### src/tfp_pkg.sv
package tfp_pkg;

    // Frame layout constants.
    localparam logic [7:0]  HDR_MARK  = 8'hFA;
    localparam logic [10:0] POS_LIMIT = 11'd2047;
    localparam logic [6:0]  LOAD_MAX  = 7'd100;

    // Frame type codes.
    localparam logic [7:0] T_CPU    = 8'd1;
    localparam logic [7:0] T_TEMP   = 8'd2;
    localparam logic [7:0] T_RAM    = 8'd3;
    localparam logic [7:0] T_DISK   = 8'd4;
    localparam logic [7:0] T_UPTIME = 8'd5;
    localparam logic [7:0] T_STATE  = 8'd6;

    // Result status codes.
    localparam logic [3:0] ST_OK    = 4'd0;
    localparam logic [3:0] ST_PART  = 4'd1;
    localparam logic [3:0] ST_STALE = 4'd2;
    localparam logic [3:0] ST_SHORT = 4'd3;
    localparam logic [3:0] ST_HDR   = 4'd4;
    localparam logic [3:0] ST_LEN   = 4'd5;
    localparam logic [3:0] ST_TRUNC = 4'd6;
    localparam logic [3:0] ST_CHK   = 4'd7;
    localparam logic [3:0] ST_QUERY = 4'd8;

    // One job handed from the front end to the decoder.
    typedef struct packed {
        logic        is_query;
        logic [5:0]  core_index;
        logic [11:0] total;
        logic        header_ok;
        logic [15:0] frame_length;
        logic [7:0]  frame_type;
        logic [7:0]  xor_acc;
    } job_t;

endpackage

### src/tfp_ifs.sv
interface tfp_in_if;
    logic       valid;
    logic       ready;
    logic       action;
    logic [7:0] data_byte;
    logic       end_of_datagram;
    logic [5:0] core_index;

    modport source (output valid, action, data_byte, end_of_datagram, core_index,
                    input ready);
    modport sink (input valid, action, data_byte, end_of_datagram, core_index,
                  output ready);
endinterface

interface tfp_out_if;
    logic        valid;
    logic        ready;
    logic [3:0]  status;
    logic [6:0]  overall_load;
    logic [6:0]  core_count;
    logic [7:0]  temperature;
    logic [15:0] ram_used_mb;
    logic [15:0] ram_total_mb;
    logic [6:0]  ram_percent;
    logic [53:0] disk_read_kbps;
    logic [53:0] disk_write_kbps;
    logic [31:0] uptime_seconds;
    logic [31:0] newest_sequence;
    logic [6:0]  core_load;

    modport source (output valid, status, overall_load, core_count, temperature,
                    ram_used_mb, ram_total_mb, ram_percent, disk_read_kbps,
                    disk_write_kbps, uptime_seconds, newest_sequence, core_load,
                    input ready);
    modport sink (input valid, status, overall_load, core_count, temperature,
                  ram_used_mb, ram_total_mb, ram_percent, disk_read_kbps,
                  disk_write_kbps, uptime_seconds, newest_sequence, core_load,
                  output ready);
endinterface

### src/tfp_ram.sv
module tfp_ram #(
    parameter int WIDTH = 8,
    parameter int DEPTH = 128,
    localparam int AW = (DEPTH > 1) ? $clog2(DEPTH) : 1
) (
    input  logic             clk,
    input  logic             we,
    input  logic [AW-1:0]    waddr,
    input  logic [WIDTH-1:0] wdata,
    input  logic [AW-1:0]    raddr,
    output logic [WIDTH-1:0] rdata
);
    logic [WIDTH-1:0] mem [DEPTH];

    // One write port, one registered read port.
    always_ff @(posedge clk)
    begin
        if (we)
        begin
            mem[waddr] <= wdata;
        end
        rdata <= mem[raddr];
    end
endmodule

### src/tfp_fifo.sv
module tfp_fifo (
    input  logic          clk,
    input  logic          rst_n,
    input  logic          push,
    input  tfp_pkg::job_t push_job,
    output logic          full,
    input  logic          pop,
    output logic          not_empty,
    output tfp_pkg::job_t head
);
    import tfp_pkg::*;

    job_t       slot_reg [2];
    logic       wptr_reg, wptr_next;
    logic       rptr_reg, rptr_next;
    logic [1:0] cnt_reg, cnt_next;

    assign full      = (cnt_reg == 2'd2);
    assign not_empty = (cnt_reg != 2'd0);
    assign head      = slot_reg[rptr_reg];

    // Pointer and fill count update.
    always_comb
    begin
        wptr_next = wptr_reg;
        rptr_next = rptr_reg;
        cnt_next  = cnt_reg;
        if (push)
        begin
            wptr_next = ~wptr_reg;
        end
        if (pop)
        begin
            rptr_next = ~rptr_reg;
        end
        if (push && !pop)
        begin
            cnt_next = cnt_reg + 2'd1;
        end
        else if (pop && !push)
        begin
            cnt_next = cnt_reg - 2'd1;
        end
    end

    always_ff @(posedge clk or negedge rst_n)
    begin
        if (!rst_n)
        begin
            wptr_reg <= 1'b0;
            rptr_reg <= 1'b0;
            cnt_reg  <= 2'd0;
        end
        else
        begin
            wptr_reg <= wptr_next;
            rptr_reg <= rptr_next;
            cnt_reg  <= cnt_next;
        end
    end

    // Job storage.
    always_ff @(posedge clk)
    begin
        if (push)
        begin
            slot_reg[wptr_reg] <= push_job;
        end
    end
endmodule

### src/tfp_pct_div.sv
module tfp_pct_div (
    input  logic        clk,
    input  logic        rst_n,
    input  logic        start,
    input  logic [22:0] num,
    input  logic [15:0] den,
    output logic        done,
    output logic [6:0]  quot
);
    logic [22:0] rem_reg, rem_next;
    logic [15:0] den_reg, den_next;
    logic [6:0]  q_reg, q_next;
    logic [2:0]  step_reg, step_next;
    logic        run_reg, run_next;
    logic        done_reg, done_next;
    logic [22:0] den_sh;

    assign den_sh = 23'(den_reg) << step_reg;
    assign done   = done_reg;
    assign quot   = q_reg;

    // Restoring division, one quotient bit per cycle; the quotient fits in 7 bits.
    always_comb
    begin
        rem_next  = rem_reg;
        den_next  = den_reg;
        q_next    = q_reg;
        step_next = step_reg;
        run_next  = run_reg;
        done_next = 1'b0;
        if (start)
        begin
            rem_next  = num;
            den_next  = den;
            q_next    = 7'd0;
            step_next = 3'd6;
            run_next  = 1'b1;
        end
        else if (run_reg)
        begin
            if (rem_reg >= den_sh)
            begin
                rem_next         = rem_reg - den_sh;
                q_next[step_reg] = 1'b1;
            end
            if (step_reg == 3'd0)
            begin
                run_next  = 1'b0;
                done_next = 1'b1;
            end
            else
            begin
                step_next = step_reg - 3'd1;
            end
        end
    end

    always_ff @(posedge clk or negedge rst_n)
    begin
        if (!rst_n)
        begin
            run_reg  <= 1'b0;
            done_reg <= 1'b0;
            step_reg <= 3'd0;
            q_reg    <= 7'd0;
        end
        else
        begin
            run_reg  <= run_next;
            done_reg <= done_next;
            step_reg <= step_next;
            q_reg    <= q_next;
        end
    end

    always_ff @(posedge clk)
    begin
        rem_reg <= rem_next;
        den_reg <= den_next;
    end
endmodule

### src/tfp_front.sv
module tfp_front #(
    parameter int MAX_PAYLOAD_BYTES = 128,
    localparam int PW = $clog2(MAX_PAYLOAD_BYTES)
) (
    input  logic          clk,
    input  logic          rst_n,
    tfp_in_if.sink        datagram,
    output logic          push,
    output tfp_pkg::job_t push_job,
    input  logic          fifo_full,
    input  logic          frame_done,
    output logic          buf_we,
    output logic [PW-1:0] buf_waddr,
    output logic [7:0]    buf_wdata
);
    import tfp_pkg::*;

    localparam logic [10:0] BUF_DEPTH = 11'(MAX_PAYLOAD_BYTES);

    logic [10:0] pos_reg, pos_next;
    logic [15:0] len_reg, len_next;
    logic [7:0]  type_reg, type_next;
    logic        hdr_reg, hdr_next;
    logic [7:0]  xor_reg, xor_next;
    logic        busy_reg, busy_next;
    logic        accept;
    logic [10:0] idx;
    logic [7:0]  b;

    // A frame under decode owns the payload buffer, so bytes wait until it is done.
    assign datagram.ready = !fifo_full && !busy_reg;
    assign accept         = datagram.valid && datagram.ready;
    assign b              = datagram.data_byte;
    assign idx            = pos_reg - 11'd4;
    assign buf_waddr      = idx[PW-1:0];
    assign buf_wdata      = b;

    // Byte parser: header, length, type, then payload into the buffer.
    always_comb
    begin
        pos_next  = pos_reg;
        len_next  = len_reg;
        type_next = type_reg;
        hdr_next  = hdr_reg;
        xor_next  = xor_reg;
        busy_next = busy_reg;
        buf_we    = 1'b0;
        push      = 1'b0;
        if (frame_done)
        begin
            busy_next = 1'b0;
        end
        if (accept && !datagram.action)
        begin
            if (pos_reg == 11'd0)
            begin
                hdr_next = (b == HDR_MARK);
            end
            else if (pos_reg == 11'd1)
            begin
                len_next = {8'd0, b};
                xor_next = xor_reg ^ b;
            end
            else if (pos_reg == 11'd2)
            begin
                len_next = {b, len_reg[7:0]};
                xor_next = xor_reg ^ b;
            end
            else if (pos_reg == 11'd3)
            begin
                type_next = b;
                xor_next  = xor_reg ^ b;
            end
            else if (pos_reg < POS_LIMIT)
            begin
                buf_we = (idx < BUF_DEPTH);
                if ((16'(idx) + 16'd1) < len_reg)
                begin
                    xor_next = xor_reg ^ b;
                end
            end
            if (pos_reg < POS_LIMIT)
            begin
                pos_next = pos_reg + 11'd1;
            end
        end
        push_job.is_query     = datagram.action;
        push_job.core_index   = datagram.core_index;
        push_job.total        = 12'(pos_reg) + 12'd1;
        push_job.header_ok    = hdr_next;
        push_job.frame_length = len_next;
        push_job.frame_type   = type_next;
        push_job.xor_acc      = xor_next;
        if (accept && (datagram.action || datagram.end_of_datagram))
        begin
            push = 1'b1;
        end
        // The final byte hands the frame over and clears the parser.
        if (accept && !datagram.action && datagram.end_of_datagram)
        begin
            busy_next = 1'b1;
            pos_next  = 11'd0;
            len_next  = 16'd0;
            type_next = 8'd0;
            hdr_next  = 1'b0;
            xor_next  = 8'd0;
        end
    end

    always_ff @(posedge clk or negedge rst_n)
    begin
        if (!rst_n)
        begin
            pos_reg  <= 11'd0;
            len_reg  <= 16'd0;
            type_reg <= 8'd0;
            hdr_reg  <= 1'b0;
            xor_reg  <= 8'd0;
            busy_reg <= 1'b0;
        end
        else
        begin
            pos_reg  <= pos_next;
            len_reg  <= len_next;
            type_reg <= type_next;
            hdr_reg  <= hdr_next;
            xor_reg  <= xor_next;
            busy_reg <= busy_next;
        end
    end
endmodule

### src/tfp_back.sv
module tfp_back #(
    parameter int MAX_PAYLOAD_BYTES = 128,
    parameter int MAX_CORES = 64,
    localparam int PW = $clog2(MAX_PAYLOAD_BYTES),
    localparam int CW = (MAX_CORES > 1) ? $clog2(MAX_CORES) : 1
) (
    input  logic          clk,
    input  logic          rst_n,
    input  logic          job_valid,
    input  tfp_pkg::job_t job,
    output logic          job_pop,
    output logic [PW-1:0] buf_raddr,
    input  logic [7:0]    buf_rdata,
    output logic          frame_done,
    tfp_out_if.source     result
);
    import tfp_pkg::*;

    localparam logic [16:0] LEN_MAX   = 17'(MAX_PAYLOAD_BYTES);
    localparam logic [7:0]  CORES_MAX = 8'(MAX_CORES);

    // Sequencer states.
    localparam logic [3:0] B_IDLE  = 4'd0;
    localparam logic [3:0] B_DISP  = 4'd1;
    localparam logic [3:0] B_QWAIT = 4'd2;
    localparam logic [3:0] B_CHK   = 4'd3;
    localparam logic [3:0] B_SEGST = 4'd4;
    localparam logic [3:0] B_RD    = 4'd5;
    localparam logic [3:0] B_BYTE  = 4'd6;
    localparam logic [3:0] B_ZERO  = 4'd7;
    localparam logic [3:0] B_DIV   = 4'd8;
    localparam logic [3:0] B_OUT   = 4'd9;

    // Payload segments.
    localparam logic [2:0] SG_SEQ   = 3'd0;
    localparam logic [2:0] SG_LC    = 3'd1;
    localparam logic [2:0] SG_CORES = 3'd2;
    localparam logic [2:0] SG_TEMP  = 3'd3;
    localparam logic [2:0] SG_RAM   = 3'd4;
    localparam logic [2:0] SG_DISK  = 3'd5;
    localparam logic [2:0] SG_UP    = 3'd6;
    localparam logic [2:0] SG_DONE  = 3'd7;

    function automatic logic [2:0] first_seg(input logic [7:0] t);
        logic [2:0] s;
        case (t)
            T_STATE:  s = SG_SEQ;
            T_CPU:    s = SG_LC;
            T_TEMP:   s = SG_TEMP;
            T_RAM:    s = SG_RAM;
            T_DISK:   s = SG_DISK;
            T_UPTIME: s = SG_UP;
            default:  s = SG_DONE;
        endcase
        return s;
    endfunction

    function automatic logic [2:0] next_seg(input logic [2:0] s, input logic [7:0] t);
        logic [2:0] n;
        n = SG_DONE;
        if (t == T_STATE)
        begin
            case (s)
                SG_SEQ:   n = SG_LC;
                SG_LC:    n = SG_CORES;
                SG_CORES: n = SG_TEMP;
                SG_TEMP:  n = SG_RAM;
                SG_RAM:   n = SG_DISK;
                SG_DISK:  n = SG_UP;
                default:  n = SG_DONE;
            endcase
        end
        else if (t == T_CPU && s == SG_LC)
        begin
            n = SG_CORES;
        end
        return n;
    endfunction

    function automatic logic [6:0] clamp_load(input logic [7:0] v);
        return (v > 8'(LOAD_MAX)) ? LOAD_MAX : v[6:0];
    endfunction

    logic [3:0]  st_reg, st_next;
    job_t        job_reg, job_next;
    logic [10:0] c_reg, c_next;
    logic [10:0] d_reg, d_next;
    logic [2:0]  seg_reg, seg_next;
    logic [7:0]  k_reg, k_next;
    logic [63:0] acc_reg, acc_next;
    logic [7:0]  ncp_reg, ncp_next;
    logic [53:0] rdp_reg, rdp_next;
    logic [7:0]  zi_reg, zi_next;
    logic        qv_reg, qv_next;
    logic [3:0]  ostat_reg, ostat_next;
    logic [6:0]  ocl_reg, ocl_next;

    logic [31:0] seq_reg, seq_next;
    logic [7:0]  cores_reg, cores_next;
    logic [6:0]  load_reg, load_next;
    logic [7:0]  temp_reg, temp_next;
    logic [15:0] tot_reg, tot_next;
    logic [15:0] used_reg, used_next;
    logic [6:0]  pct_reg, pct_next;
    logic [53:0] drd_reg, drd_next;
    logic [53:0] dwr_reg, dwr_next;
    logic [31:0] up_reg, up_next;
    logic [MAX_CORES-1:0] vld_reg, vld_next;

    logic          core_we;
    logic [CW-1:0] core_waddr;
    logic [6:0]    core_wdata;
    logic [CW-1:0] core_raddr;
    logic [6:0]    core_rdata;
    logic          div_start;
    logic [22:0]   div_num;
    logic          div_done;
    logic [6:0]    div_q;

    logic [7:0]  qidx;
    logic        qin;
    logic [8:0]  seg_len;
    logic [10:0] rem;
    logic [63:0] acc_new;
    logic [7:0]  nc_clamp;
    logic [15:0] ram_tot;
    logic [15:0] ram_used;
    logic [15:0] used_c;

    assign qidx       = {2'b00, job_reg.core_index};
    assign qin        = (qidx < cores_reg);
    assign core_raddr = qidx[CW-1:0];
    assign rem        = d_reg - c_reg;
    assign buf_raddr  = (st_reg == B_DISP) ? PW'(job_reg.frame_length - 16'd1)
                                           : c_reg[PW-1:0];

    // Byte just read, merged into the little-endian field assembler.
    always_comb
    begin
        acc_new = acc_reg;
        acc_new[k_reg[2:0]*8 +: 8] = buf_rdata;
    end

    assign ram_tot  = acc_new[15:0];
    assign ram_used = acc_new[31:16];
    assign used_c   = (ram_used > ram_tot) ? ram_tot : ram_used;
    assign div_num  = 23'(used_c) * 23'd100;

    always_comb
    begin
        if (acc_new[15:8] == 8'd0)
        begin
            nc_clamp = 8'd1;
        end
        else if (acc_new[15:8] > CORES_MAX)
        begin
            nc_clamp = CORES_MAX;
        end
        else
        begin
            nc_clamp = acc_new[15:8];
        end
    end

    // Byte count of the current segment.
    always_comb
    begin
        case (seg_reg)
            SG_SEQ:   seg_len = 9'd4;
            SG_LC:    seg_len = 9'd2;
            SG_CORES: seg_len = (job_reg.frame_type == T_STATE) ? {1'b0, ncp_reg}
                                                                : {1'b0, cores_reg};
            SG_TEMP:  seg_len = 9'd1;
            SG_RAM:   seg_len = 9'd4;
            SG_DISK:  seg_len = 9'd16;
            SG_UP:    seg_len = 9'd4;
            default:  seg_len = 9'd0;
        endcase
    end

    tfp_ram #(.WIDTH(7), .DEPTH(MAX_CORES)) u_core_ram (
        .clk   (clk),
        .we    (core_we),
        .waddr (core_waddr),
        .wdata (core_wdata),
        .raddr (core_raddr),
        .rdata (core_rdata)
    );

    tfp_pct_div u_div (
        .clk   (clk),
        .rst_n (rst_n),
        .start (div_start),
        .num   (div_num),
        .den   (ram_tot),
        .done  (div_done),
        .quot  (div_q)
    );

    // Decode sequencer.
    always_comb
    begin
        st_next    = st_reg;
        job_next   = job_reg;
        c_next     = c_reg;
        d_next     = d_reg;
        seg_next   = seg_reg;
        k_next     = k_reg;
        acc_next   = acc_reg;
        ncp_next   = ncp_reg;
        rdp_next   = rdp_reg;
        zi_next    = zi_reg;
        qv_next    = qv_reg;
        ostat_next = ostat_reg;
        ocl_next   = ocl_reg;
        seq_next   = seq_reg;
        cores_next = cores_reg;
        load_next  = load_reg;
        temp_next  = temp_reg;
        tot_next   = tot_reg;
        used_next  = used_reg;
        pct_next   = pct_reg;
        drd_next   = drd_reg;
        dwr_next   = dwr_reg;
        up_next    = up_reg;
        vld_next   = vld_reg;
        job_pop    = 1'b0;
        div_start  = 1'b0;
        core_we    = 1'b0;
        core_waddr = k_reg[CW-1:0];
        core_wdata = clamp_load(buf_rdata);
        frame_done = 1'b0;
        case (st_reg)
            B_IDLE:
            begin
                if (job_valid)
                begin
                    job_pop  = 1'b1;
                    job_next = job;
                    st_next  = B_DISP;
                end
            end
            B_DISP:
            begin
                ocl_next = 7'd0;
                if (job_reg.is_query)
                begin
                    qv_next = qin && vld_reg[qidx[CW-1:0]];
                    st_next = B_QWAIT;
                end
                else if (job_reg.total < 12'd4)
                begin
                    ostat_next = ST_SHORT;
                    st_next    = B_OUT;
                end
                else if (!job_reg.header_ok)
                begin
                    ostat_next = ST_HDR;
                    st_next    = B_OUT;
                end
                else if (job_reg.frame_length == 16'd0
                         || 17'(job_reg.frame_length) > LEN_MAX)
                begin
                    ostat_next = ST_LEN;
                    st_next    = B_OUT;
                end
                else if ((17'(job_reg.frame_length) + 17'd4) > 17'(job_reg.total))
                begin
                    ostat_next = ST_TRUNC;
                    st_next    = B_OUT;
                end
                else
                begin
                    st_next = B_CHK;
                end
            end
            B_QWAIT:
            begin
                ostat_next = ST_QUERY;
                ocl_next   = qin ? (qv_reg ? core_rdata : LOAD_MAX) : 7'd0;
                st_next    = B_OUT;
            end
            B_CHK:
            begin
                if (buf_rdata != job_reg.xor_acc)
                begin
                    ostat_next = ST_CHK;
                    st_next    = B_OUT;
                end
                else
                begin
                    c_next   = 11'd0;
                    d_next   = 11'(job_reg.frame_length - 16'd1);
                    seg_next = first_seg(job_reg.frame_type);
                    st_next  = B_SEGST;
                end
            end
            B_SEGST:
            begin
                k_next = 8'd0;
                if (seg_reg == SG_DONE)
                begin
                    ostat_next = ST_OK;
                    st_next    = B_OUT;
                end
                else if (rem < 11'(seg_len))
                begin
                    ostat_next = ST_PART;
                    st_next    = B_OUT;
                end
                else
                begin
                    if (seg_reg == SG_CORES && job_reg.frame_type == T_STATE)
                    begin
                        cores_next = ncp_reg;
                    end
                    st_next = B_RD;
                end
            end
            B_RD:
            begin
                st_next = B_BYTE;
            end
            B_BYTE:
            begin
                acc_next = acc_new;
                c_next   = c_reg + 11'd1;
                k_next   = k_reg + 8'd1;
                st_next  = B_RD;
                if (seg_reg == SG_CORES)
                begin
                    core_we                 = 1'b1;
                    vld_next[k_reg[CW-1:0]] = 1'b1;
                end
                if (seg_reg == SG_DISK && k_reg == 8'd7)
                begin
                    rdp_next = acc_new[63:10];
                end
                // Last byte of the segment: commit its fields.
                if ((9'(k_reg) + 9'd1) == seg_len)
                begin
                    st_next  = B_SEGST;
                    seg_next = next_seg(seg_reg, job_reg.frame_type);
                    case (seg_reg)
                        SG_SEQ:
                        begin
                            if (acc_new[31:0] <= seq_reg)
                            begin
                                ostat_next = ST_STALE;
                                st_next    = B_OUT;
                            end
                            else
                            begin
                                seq_next = acc_new[31:0];
                            end
                        end
                        SG_LC:
                        begin
                            load_next = clamp_load(acc_new[7:0]);
                            if (job_reg.frame_type == T_STATE)
                            begin
                                ncp_next = nc_clamp;
                            end
                            else
                            begin
                                cores_next = nc_clamp;
                                if (nc_clamp > cores_reg)
                                begin
                                    zi_next = cores_reg;
                                    st_next = B_ZERO;
                                end
                            end
                        end
                        SG_TEMP:
                        begin
                            temp_next = acc_new[7:0];
                        end
                        SG_RAM:
                        begin
                            tot_next  = ram_tot;
                            used_next = used_c;
                            if (ram_tot == 16'd0)
                            begin
                                pct_next = 7'd0;
                            end
                            else
                            begin
                                div_start = 1'b1;
                                st_next   = B_DIV;
                            end
                        end
                        SG_DISK:
                        begin
                            drd_next = rdp_reg;
                            dwr_next = acc_new[63:10];
                        end
                        SG_UP:
                        begin
                            up_next = acc_new[31:0];
                        end
                        default:
                        begin
                            acc_next = acc_new;
                        end
                    endcase
                end
            end
            B_ZERO:
            begin
                // New cores start at zero load.
                core_we                  = 1'b1;
                core_waddr               = zi_reg[CW-1:0];
                core_wdata               = 7'd0;
                vld_next[zi_reg[CW-1:0]] = 1'b1;
                zi_next                  = zi_reg + 8'd1;
                if ((zi_reg + 8'd1) == cores_reg)
                begin
                    st_next = B_SEGST;
                end
            end
            B_DIV:
            begin
                if (div_done)
                begin
                    pct_next = div_q;
                    st_next  = B_SEGST;
                end
            end
            B_OUT:
            begin
                if (result.ready)
                begin
                    frame_done = !job_reg.is_query;
                    st_next    = B_IDLE;
                end
            end
            default:
            begin
                st_next = B_IDLE;
            end
        endcase
    end

    always_ff @(posedge clk or negedge rst_n)
    begin
        if (!rst_n)
        begin
            st_reg    <= B_IDLE;
            seq_reg   <= 32'd0;
            cores_reg <= (CORES_MAX < 8'd16) ? CORES_MAX : 8'd16;
            load_reg  <= 7'd90;
            temp_reg  <= 8'd79;
            tot_reg   <= 16'd32768;
            used_reg  <= 16'd16384;
            pct_reg   <= 7'd50;
            drd_reg   <= 54'd0;
            dwr_reg   <= 54'd0;
            up_reg    <= 32'd0;
            vld_reg   <= '0;
        end
        else
        begin
            st_reg    <= st_next;
            seq_reg   <= seq_next;
            cores_reg <= cores_next;
            load_reg  <= load_next;
            temp_reg  <= temp_next;
            tot_reg   <= tot_next;
            used_reg  <= used_next;
            pct_reg   <= pct_next;
            drd_reg   <= drd_next;
            dwr_reg   <= dwr_next;
            up_reg    <= up_next;
            vld_reg   <= vld_next;
        end
    end

    // Working registers of the sequencer.
    always_ff @(posedge clk)
    begin
        job_reg   <= job_next;
        c_reg     <= c_next;
        d_reg     <= d_next;
        seg_reg   <= seg_next;
        k_reg     <= k_next;
        acc_reg   <= acc_next;
        ncp_reg   <= ncp_next;
        rdp_reg   <= rdp_next;
        zi_reg    <= zi_next;
        qv_reg    <= qv_next;
        ostat_reg <= ostat_next;
        ocl_reg   <= ocl_next;
    end

    // Result item.
    assign result.valid           = (st_reg == B_OUT);
    assign result.status          = ostat_reg;
    assign result.overall_load    = load_reg;
    assign result.core_count      = cores_reg[6:0];
    assign result.temperature     = temp_reg;
    assign result.ram_used_mb     = used_reg;
    assign result.ram_total_mb    = tot_reg;
    assign result.ram_percent     = pct_reg;
    assign result.disk_read_kbps  = drd_reg;
    assign result.disk_write_kbps = dwr_reg;
    assign result.uptime_seconds  = up_reg;
    assign result.newest_sequence = seq_reg;
    assign result.core_load       = ocl_reg;
endmodule

### src/telemetry_frame_parser_top.sv
// Data bytes that do not end a datagram are taken one per cycle while the job FIFO has room.
// A query goes through the job FIFO, dispatch and a core-load read; a failed frame check ends
// at dispatch or the checksum state. A valid frame is decoded from the payload buffer, each byte
// read then merged, waiting on the RAM percent divider and zeroing each core a CPU frame adds.
// The next byte after a final byte waits until that frame's result is taken.
// Reset (asynchronous, active low) sets control and telemetry state at once; no clearing pass.
module telemetry_frame_parser_top #(
    parameter int MAX_PAYLOAD_BYTES = 128,
    parameter int MAX_CORES = 64
) (
    input logic       clk,
    input logic       rst_n,
    tfp_in_if.sink    datagram,
    tfp_out_if.source result
);
    import tfp_pkg::*;

    localparam int PW = $clog2(MAX_PAYLOAD_BYTES);

    logic          push;
    job_t          push_job;
    logic          fifo_full;
    logic          job_valid;
    job_t          head;
    logic          job_pop;
    logic          frame_done;
    logic          buf_we;
    logic [PW-1:0] buf_waddr;
    logic [7:0]    buf_wdata;
    logic [PW-1:0] buf_raddr;
    logic [7:0]    buf_rdata;

    tfp_front #(.MAX_PAYLOAD_BYTES(MAX_PAYLOAD_BYTES)) u_front (
        .clk        (clk),
        .rst_n      (rst_n),
        .datagram   (datagram),
        .push       (push),
        .push_job   (push_job),
        .fifo_full  (fifo_full),
        .frame_done (frame_done),
        .buf_we     (buf_we),
        .buf_waddr  (buf_waddr),
        .buf_wdata  (buf_wdata)
    );

    tfp_fifo u_fifo (
        .clk       (clk),
        .rst_n     (rst_n),
        .push      (push),
        .push_job  (push_job),
        .full      (fifo_full),
        .pop       (job_pop),
        .not_empty (job_valid),
        .head      (head)
    );

    tfp_ram #(.WIDTH(8), .DEPTH(MAX_PAYLOAD_BYTES)) u_payload_ram (
        .clk   (clk),
        .we    (buf_we),
        .waddr (buf_waddr),
        .wdata (buf_wdata),
        .raddr (buf_raddr),
        .rdata (buf_rdata)
    );

    tfp_back #(.MAX_PAYLOAD_BYTES(MAX_PAYLOAD_BYTES), .MAX_CORES(MAX_CORES)) u_back (
        .clk        (clk),
        .rst_n      (rst_n),
        .job_valid  (job_valid),
        .job        (head),
        .job_pop    (job_pop),
        .buf_raddr  (buf_raddr),
        .buf_rdata  (buf_rdata),
        .frame_done (frame_done),
        .result     (result)
    );
endmodule

### src/flat_wrapper.sv
// flat-port wrapper written by rule: the top's interface ports become plain ports
module telemetry_frame_parser_top_flat import tfp_pkg::*;
#(
    parameter int MAX_PAYLOAD_BYTES = 128,
    parameter int MAX_CORES = 64
)
  (clk, rst_n, datagram_valid, datagram_action, datagram_data_byte, datagram_end_of_datagram, datagram_core_index, datagram_ready, result_valid, result_status, result_overall_load, result_core_count, result_temperature, result_ram_used_mb, result_ram_total_mb, result_ram_percent, result_disk_read_kbps, result_disk_write_kbps, result_uptime_seconds, result_newest_sequence, result_core_load, result_ready);
  tfp_in_if datagram_i ();
  tfp_out_if result_i ();
  input logic clk;
  input logic rst_n;
  input wire logic [$bits(datagram_i.valid)-1:0] datagram_valid;
  input wire logic [$bits(datagram_i.action)-1:0] datagram_action;
  input wire logic [$bits(datagram_i.data_byte)-1:0] datagram_data_byte;
  input wire logic [$bits(datagram_i.end_of_datagram)-1:0] datagram_end_of_datagram;
  input wire logic [$bits(datagram_i.core_index)-1:0] datagram_core_index;
  output wire logic [$bits(datagram_i.ready)-1:0] datagram_ready;
  output wire logic [$bits(result_i.valid)-1:0] result_valid;
  output wire logic [$bits(result_i.status)-1:0] result_status;
  output wire logic [$bits(result_i.overall_load)-1:0] result_overall_load;
  output wire logic [$bits(result_i.core_count)-1:0] result_core_count;
  output wire logic [$bits(result_i.temperature)-1:0] result_temperature;
  output wire logic [$bits(result_i.ram_used_mb)-1:0] result_ram_used_mb;
  output wire logic [$bits(result_i.ram_total_mb)-1:0] result_ram_total_mb;
  output wire logic [$bits(result_i.ram_percent)-1:0] result_ram_percent;
  output wire logic [$bits(result_i.disk_read_kbps)-1:0] result_disk_read_kbps;
  output wire logic [$bits(result_i.disk_write_kbps)-1:0] result_disk_write_kbps;
  output wire logic [$bits(result_i.uptime_seconds)-1:0] result_uptime_seconds;
  output wire logic [$bits(result_i.newest_sequence)-1:0] result_newest_sequence;
  output wire logic [$bits(result_i.core_load)-1:0] result_core_load;
  input wire logic [$bits(result_i.ready)-1:0] result_ready;
  assign datagram_i.valid = datagram_valid;
  assign datagram_i.action = datagram_action;
  assign datagram_i.data_byte = datagram_data_byte;
  assign datagram_i.end_of_datagram = datagram_end_of_datagram;
  assign datagram_i.core_index = datagram_core_index;
  assign datagram_ready = datagram_i.ready;
  assign result_valid = result_i.valid;
  assign result_status = result_i.status;
  assign result_overall_load = result_i.overall_load;
  assign result_core_count = result_i.core_count;
  assign result_temperature = result_i.temperature;
  assign result_ram_used_mb = result_i.ram_used_mb;
  assign result_ram_total_mb = result_i.ram_total_mb;
  assign result_ram_percent = result_i.ram_percent;
  assign result_disk_read_kbps = result_i.disk_read_kbps;
  assign result_disk_write_kbps = result_i.disk_write_kbps;
  assign result_uptime_seconds = result_i.uptime_seconds;
  assign result_newest_sequence = result_i.newest_sequence;
  assign result_core_load = result_i.core_load;
  assign result_i.ready = result_ready;
  telemetry_frame_parser_top #(.MAX_PAYLOAD_BYTES(MAX_PAYLOAD_BYTES), .MAX_CORES(MAX_CORES)) u_core (.clk(clk), .rst_n(rst_n), .datagram(datagram_i), .result(result_i));
endmodule
### config.mk
export PLATFORM = sky130hd
export DESIGN_NAME = telemetry_frame_parser_top_flat
export DESIGN_NICKNAME = d
export VERILOG_FILES = /design/src/tfp_pkg.sv /design/src/tfp_ifs.sv /design/src/tfp_ram.sv /design/src/tfp_fifo.sv /design/src/tfp_pct_div.sv /design/src/tfp_front.sv /design/src/tfp_back.sv /design/src/telemetry_frame_parser_top.sv /design/src/flat_wrapper.sv
export SDC_FILE = /design/constraint.sdc
export NUM_CORES = 2
export LEC_CHECK = 0
export BUFFER_PORTS_ARGS = -buffer_cell sky130_fd_sc_hd__buf_2
export CAP_MARGIN = 20
export CORE_ASPECT_RATIO = 0.6
export CORE_UTILIZATION = 40
export DETAILED_ROUTE_END_ITERATION = 6
export PLACE_DENSITY = 0.64
export SETUP_SLACK_MARGIN = 0.1
export SLEW_MARGIN = 20
export SYNTH_ARGS = -nofsm -noshare
export SYNTH_HDL_FRONTEND = slang
export SYNTH_SLANG_ARGS = --single-unit
export TNS_END_PERCENT = 5
### constraint.sdc
create_clock -name clk -period 7.9 [get_ports clk]
set_input_delay 1.975 -clock clk [delete_from_list [all_inputs] [get_ports clk]]
set_output_delay 1.975 -clock clk [all_outputs]
set_load 0.03 [all_outputs]
# After elaboration in Yosys (flattened, before gate mapping)
# Memory sizes are Yosys's and may differ from the RTL's. A register that Yosys moved wholly into a read port is not among the register bits.
# Index checks and enable logic that the tools add are counted.
[word_totals]
reg_bits = 581
latchBits = 0
ram_bits = 1576
mem_bits_ro = 0
input_bits = 20
n_memories = 3
[memory_table]
columns = ["name", "words", "width", "read_ports", "rd_clocked_by_memory_dff", "write_ports", "line", "text"]
rows = [
  ["u_core.u_payload_ram.mem", 128, 8, 1, 1, 1, "tfp_ram.sv:13", "logic [WIDTH-1:0] mem [DEPTH];"],
  ["u_core.u_back.u_core_ram.mem", 64, 7, 1, 1, 1, "tfp_ram.sv:13", ""],
  ["u_core.u_fifo.slot_reg", 2, 52, 1, 1, 1, "tfp_fifo.sv:13", "job_t slot_reg [2];"],
]
[op_classes]
add_sub_neg = 16
mul = 1
div_mod_pow = 0
n_lt_le_gt_ge = 22
n_eq_ne = 53
shift = 3
muxes = 149
bitwise_logic = 8
n_reduce_logical = 66
[op_table]
columns = ["cell", "count"]
rows = [
  ["$mux W8", 27],
  ["$or A64 B64 Y64", 2],
  ["$pmux W64 S2", 1],
  ["$mux W4", 26],
  ["$mux W16", 6],
  ["$mux W7", 13],
  ["$mux W23", 3],
  ["$bwmux W64", 1],
  ["$mux W64", 1],
  ["$shift A8 B34 Y64 const A", 1],
  ["$shiftx A8 B34 Y64", 1],
  ["$pmux W8 S2", 3],
  ["$mux W11", 4],
  ["$pmux W4 S10", 1],
  ["$pmux W8 S5", 1],
  ["$mux W1", 37],
  ["$pmux W3 S6", 2],
  ["$ne A2 B2 Y1 const B", 17],
  ["$neg A6 Y34", 1],
  ["$eq A8 B3 Y1 const B", 4],
  ["$le A32 B32 Y1", 1],
  ["$logic_not A16 Y1", 2],
  ["$pmux W7 S2", 2],
  ["$add A11 B1 Y12 const B", 2],
  ["78 further kinds", 159],
]

# Logic depth before layout (Yosys ltp)
[depth]
depth_word = 12
mapped_depth = 35
depth_no_buf = 31

# Modules after synthesis
# From an unflattened synthesis, not the netlist that was laid out.
[hier_totals]
cells_unflattened = 5551
area_unflattened_um2 = 95496.6
[modules_own_cells]
columns = ["mod", "instances", "cells_per_inst", "area_each_um2", "seq_area_each_um2"]
rows = [
  ["tfp_ram at u_core.u_payload_ram", 1, 1635, 39665.5, 30909.6],
  ["tfp_back", 1, 2149, 26840.7, 14512.7],
  ["tfp_ram at u_core.u_back.u_core_ram", 1, 837, 17673.2, 13593.0],
  ["tfp_fifo", 1, 178, 4192.8, 3223.1],
  ["tfp_pct_div", 1, 394, 3831.2, 1471.4],
  ["tfp_front", 1, 358, 3293.2, 1126.1],
]

# Worst setup path before layout
# OpenSTA, ideal clock, no wires.
[synth_path]
path_type = "flip-flop to flip-flop"
from = "register u_core.u_back.k_reg[0]"
to = "register u_core.u_back.u_div.rem_reg[22] (data pin)"
setup_ns = 0.271
arrival_time_ns = 7.907
required_time_ns = 7.629
path_slack_ns = -0.277
stages_incl_launch_ff = 34
path_buffers = 4
synth_period_minus_slack_ns = 8.177
cell_sequence = "edfxtp_1 > clkbuf_1 > inv_1 > ha_1 > ha_1 > clkbuf_1 > nor2_1 > nand3_1 > clkbuf_1 > mux2_2 > inv_1 > ha_1 > nor2b_1 > o21a_1 > o21ai_0 > a21oi_1 > o31a_1 > o21bai_1 > a21oi_1 > clkbuf_1 > mux2i_1 > ha_1 > ha_1 > fa_1 > ha_1 > a211oi_1 > nor2_1 > o41ai_1 > o21ai_0 > o41ai_1 > o21ai_0 > a31oi_1 > xnor2_1 > o22ai_1"
[synth_via]
elab_cells_between_ends = 15
[synth_rtl]
columns = ["item", "line", "text"]
rows = [
  ["from (decl)", "tfp_back.sv:89", "logic [7:0] k_reg, k_next;"],
  ["from (signal assigned)", "tfp_back.sv:485", "k_reg <= k_next;"],
  ["$neg A6 Y34 (*)", "tfp_back.sv:141", "acc_new[k_reg[2:0]*8 +: 8] = buf_rdata;"],
  ["$shiftx A8 B34 Y64 / $shift A8 B34 Y64 (equally long branches)", "tfp_back.sv:141", ""],
  ["$bwmux W64 (*)", "tfp_back.sv:141", ""],
  ["named net u_core.u_back.acc_new[1]", "tfp_back.sv:124", "logic [63:0] acc_new;"],
  ["$gt A16 B16 Y1 (*)", "tfp_back.sv:146", "assign used_c = (ram_used > ram_tot) ? ram_tot : ram_used;"],
  ["$mux W16 (*)", "tfp_back.sv:146", ""],
  ["named net u_core.u_back.used_c[3]", "tfp_back.sv:128", "logic [15:0] used_c;"],
  ["$mul A16 B5 Y21 (*)", "tfp_back.sv:147", "assign div_num = 23'(used_c) * 23'd100;"],
  ["$mux W23 (*)", "tfp_pct_div.sv:31", "if (start)"],
  ["named net u_core.u_back.u_div.rem_next[22]", "tfp_pct_div.sv:10", "logic [22:0] rem_reg, rem_next;"],
  ["to (signal assigned)", "tfp_pct_div.sv:78", "rem_reg <= rem_next;"],
  ["to (decl)", "tfp_pct_div.sv:10", ""],
]
# The timed path passes the listed nets; every way through them passes the cells marked *.
# A chain may end at the register's enable or synchronous reset.

# Worst setup path after layout
[layout_path]
from = "register u_core.u_back.k_reg[0]"
to = "register u_core.u_back.u_div.rem_reg[21] (data pin)"
# The elaborated chain is that of the path after synthesis.

==> summary.txt <==
GRT
  • Via count of the first global-routing pass: between 50000 and 60000
  • Initial antenna violation count: 18
  • GR Util All Layers: 0.2040
  • First-pass GRT wire length: 359500 microns
  • Largest net degree at the start of global routing: 152
  • Overall overflow remaining after global route: 0
  • Global routing usage on met3: 0.04732
  • Top Usage Layer GRT: met1
  • Met1 usage in global routing: 0.3178
  • Met2 capacity usage during global routing: 0.2866

Synthesis
  • Top cells by area in the synthesized netlist: sky130_fd_sc_hd__edfxtp_1 (59%), sky130_fd_sc_hd__mux4_2 (9.5%), sky130_fd_sc_hd__dfrtp_1 (9.3%), sky130_fd_sc_hd__ha_1 (2.6%), sky130_fd_sc_hd__nand2_1 (1.9%)
  • Biggest area consumer among synthesized cells: sky130_fd_sc_hd__edfxtp_1
  • #FFs+latches synth: around 2200
  • Async set-or-reset flop fraction in the synthesized netlist: 0.1632
  • Mapped Cells: 5881
  • Post-synthesis area per instance: 16.01 sq um
  • Number of warnings reported in the yosys synthesis log: 0
  • Sequential share of the synthesized area: 0.6885
  • Number of enable-type register cells in the synthesized netlist: 1844
  • Cell with the most instances after synthesis: sky130_fd_sc_hd__edfxtp_1
  • Most common library cells after synthesis: sky130_fd_sc_hd__edfxtp_1 (1844), sky130_fd_sc_hd__nand2_1 (481), sky130_fd_sc_hd__mux4_2 (399)
  • Total standard cell area after synthesis: 0.09414 sq mm
  • Count of distinct cell types in the synthesized netlist: 84
  • Synth top area share: 0.5882
  • Main synth FF type: sky130_fd_sc_hd__edfxtp_1

Route
  • Iter 0 DRT Violations: 6556
  • Post-DRT Antenna Nets: 0
  • DR vias/cell: 5.661
  • Final Routed Wirelength: 246700 microns
  • Remaining design rule violation count: 0
  • Routed wire length per instance: 25.95 microns
  • Detailed-route via count: 53814
  • Number of iterations in the first detailed-routing pass: 6

Clock tree
  • Maximum buffer depth of the clock tree: 4
  • Root Buffer: sky130_fd_sc_hd__clkbuf_16
  • Clock slew at the register clock pins of the worst setup and hold paths: 0.07 ns
  • Clock latency at the later pin of the worst-skew pair: 0.88 ns
  • CTS tree: yes
  • Count of clock tree sinks: 2224
  • Number of H-tree branching levels: 4
  • Number of buffers created by CTS: around 210

Floorplanning
  • Ports: 266
  • Height of the die: 377.8 microns
  • Die area: 0.2374 sq mm
  • Width of the chip: 628.3 microns
  • Initial Utilization: 0.4038
  • Area inside the core boundary: 0.2331 sq mm
  • Row cnt: 137

Place
  • Placed wire-length estimate: 160700 microns
  • Placed cell area: 0.09963 sq mm
  • Final weighted congestion in routability-driven placement: roughly 0.90
  • Port Buffer Count: 265
  • Setup slack after placement: -0.1979 ns

Cells and area
  • Number of nets at the end of the flow: 6438
  • Filler cell count: 20041
  • Flip-flop count of the largest register, all copies and words added: about 1000
  • Share of post-route cells with drive strength above 1: 0.2278
  • Area added between synthesis and finish: 13.10%
  • Final Instance Area: 0.1065 sq mm

STA
  • Max Clk Rate: ~140 MHz
  • Setup TNS: 0 ns
  • Minimum clock period: ~7.4 ns
  • Share of the clock period used by the worst path after layout: 0.9313
  • Smallest setup slack after layout: 0.5427 ns
  • Max-slew headroom: 0.2542
  • Total of endpoints with negative setup slack in the final report: 0
  • Setup repair after global routing missed its margin: yes
  • Fin. max-slew vios: 0
  • Count of final hold-check violations: 0
  • Tightest Pin Transition: about 1.1 ns
  • Worst clock skew on the final layout: 0.09231 ns

Worst setup path
  • Critical Path AT: approximately 7.9 ns
  • Most frequent cell on the critical path: sky130_fd_sc_hd__ha_1
  • Worst-case register-to-register setup slack: 0.54 ns
  • Crit path largest cell delay: 0.50 ns
  • CP max stage cell: sky130_fd_sc_hd__fa_1
  • Crit path max fanout: 15
  • Setup CP Type: flop to flop
  • Reg2reg path depth: 31
  • Crit path capture type: flop
  • Worst Setup Start Kind: flop
  • Critical path data required time: 8.45 ns

Hold path
  • Number of stages on the worst hold path: 2
  • Class of the tightest hold or removal check: flop to flop

Power and ir drop
  • Cell leakage power: slightly below 0.04 uW
  • Post-layout total power: 33030 uW
  • Peak supply drop: approximately 0.00022 V
  • Pwr per Cell Area: 310.2 mW/mm^2

Outcome
  • Status: finished, final reports clean

Flow run
  • Number of maximum-capacitance constraint violations: 0
[logic make-up (layout without fill, tap and decap cells)]
| logic type | count (synthesis) | count (layout) | synth area share |
|---|---|---|---|
| AO/OA/AOI/OAI | 730 | 730 | 0.04984 |
| XOR/XNOR | 138 | 138 | 0.01284 |
| adder cells (fa/ha/maj) | 213 | 213 | 0.02932 |
| buffers and inverters | 478 | 969 | 0.02044 |
| flip-flops | 2224 | 2224 | 0.6885 |
| multiplexers | 710 | 710 | 0.1303 |
| other | 1 | 8 | 0.00003983 |
| AND/OR/NAND/NOR | 1387 | 1387 | 0.06869 |
[worst max-delay path, delay by kind of cell (launching register included)]
kind,cells,cell delay [ns]
mux,1,0.43
compound gates,12,2.07
flops,1,0.34
simple gates,4,0.89
xor+xnor,1,0.16
buf+inv,6,0.77
fa+ha+maj,7,2.40
[timing repair]
item                       4_1_cts  5_1_grt
gates resized for setup          6       15
hold endpoints to repair         0        0
pin swaps                        1        1
setup buffers                    0        1
hold buffers                     0        0
cloned                           0        0
setup endpoints to repair        3        6
[through the flow]
stage,util,hold slack (ns),instances
2_1_floorplan,-,0.4146,5882
3_3_place_gp,0.4272,0.4193,9118
3_5_place_dp,0.4274,0.4234,9119
4_1_cts,0.4561,0.3872,9497
5_1_grt,0.4567,0.4099,9501
6_report,0.4567,0.3903,9506
[power by group]
group	total (uW)	switching, uW	internal [uW]
Sequential	13900	338	13600
Combinational	9080	5570	3510
Clock	10100	4450	5610
[layout by cell type (no fill, tap or decap), drive strengths merged, types with 15 or more instances in the layout]
| cell | count |
|---|---|
| a211oi | 85 |
| a21boi | 31 |
| a21o | 36 |
| a21oi | 160 |
| a22o | 15 |
| a31oi | 52 |
| and2 | 78 |
| and3 | 30 |
| buf | 414 |
| bufinv | 15 |
| clkbuf | 277 |
| clkinv | 70 |
| dfrtp | 348 |
| dfstp | 15 |
| dfxtp | 17 |
| edfxtp | 1844 |
| ha | 199 |
| inv | 187 |
| mux2 | 136 |
| mux2i | 175 |
| mux4 | 399 |
| nand2 | 503 |
| nand2b | 26 |
| nand3 | 74 |
| nand4 | 27 |
| nor2 | 383 |
| nor2b | 26 |
| nor3 | 68 |
| nor4 | 32 |
| o21a | 17 |
| o21ai | 199 |
| o22ai | 47 |
| o31ai | 23 |
| or2 | 72 |
| or3 | 15 |
| xnor2 | 86 |
| xor2 | 52 |
[metal layers]
metal | share of wire | routed length [microns]
met1 | 0.46 | 113400
met2 | 0.42 | 103700
met3 | 0.095 | 23500
met4 | 0.025 | 6089
met5 | 0.00028 | 69
[final timing paths]
path                                                 startpoint                                              endpoint
setup / recovery           u_core.u_back.k_reg[0]$_SDFFCE_PN0N_             u_core.u_back.u_div.rem_reg[21]$_DFFE_PP_
hold / removal              u_core.u_back.rdp_reg[31]$_DFFE_PP_   u_core.u_back.result.disk_read_kbps[31]$_DFFE_PN0P_
setup reg to reg           u_core.u_back.k_reg[0]$_SDFFCE_PN0N_             u_core.u_back.u_div.rem_reg[21]$_DFFE_PP_
hold reg to reg             u_core.u_back.rdp_reg[31]$_DFFE_PP_   u_core.u_back.result.disk_read_kbps[31]$_DFFE_PN0P_
max in group asynchronous                                 rst_n                 u_core.u_front.pos_reg[2]$_DFFE_PN0P_
min in group asynchronous                                 rst_n  u_core.u_back.result.disk_write_kbps[41]$_DFFE_PN0P_
[layout make-up]
type / count / area [sq um] / area share
Clock buffer: 277 / 5744 / 0.05395
Antenna cell: 6 / 15.01 / 0.0001410
Timing Repair Buffer: 414 / 2645 / 0.02484
Multi-Input combinational cell: 3180 / 27740 / 0.2605
Sequential cell: 2224 / 64820 / 0.6088
Inverter: 177 / 664.4 / 0.006240
Clock inverter: 101 / 932.1 / 0.008755
Tap cell: 3127 / 3913 / 0.03675
No activity file was read; power rests on OpenSTA's default activity.
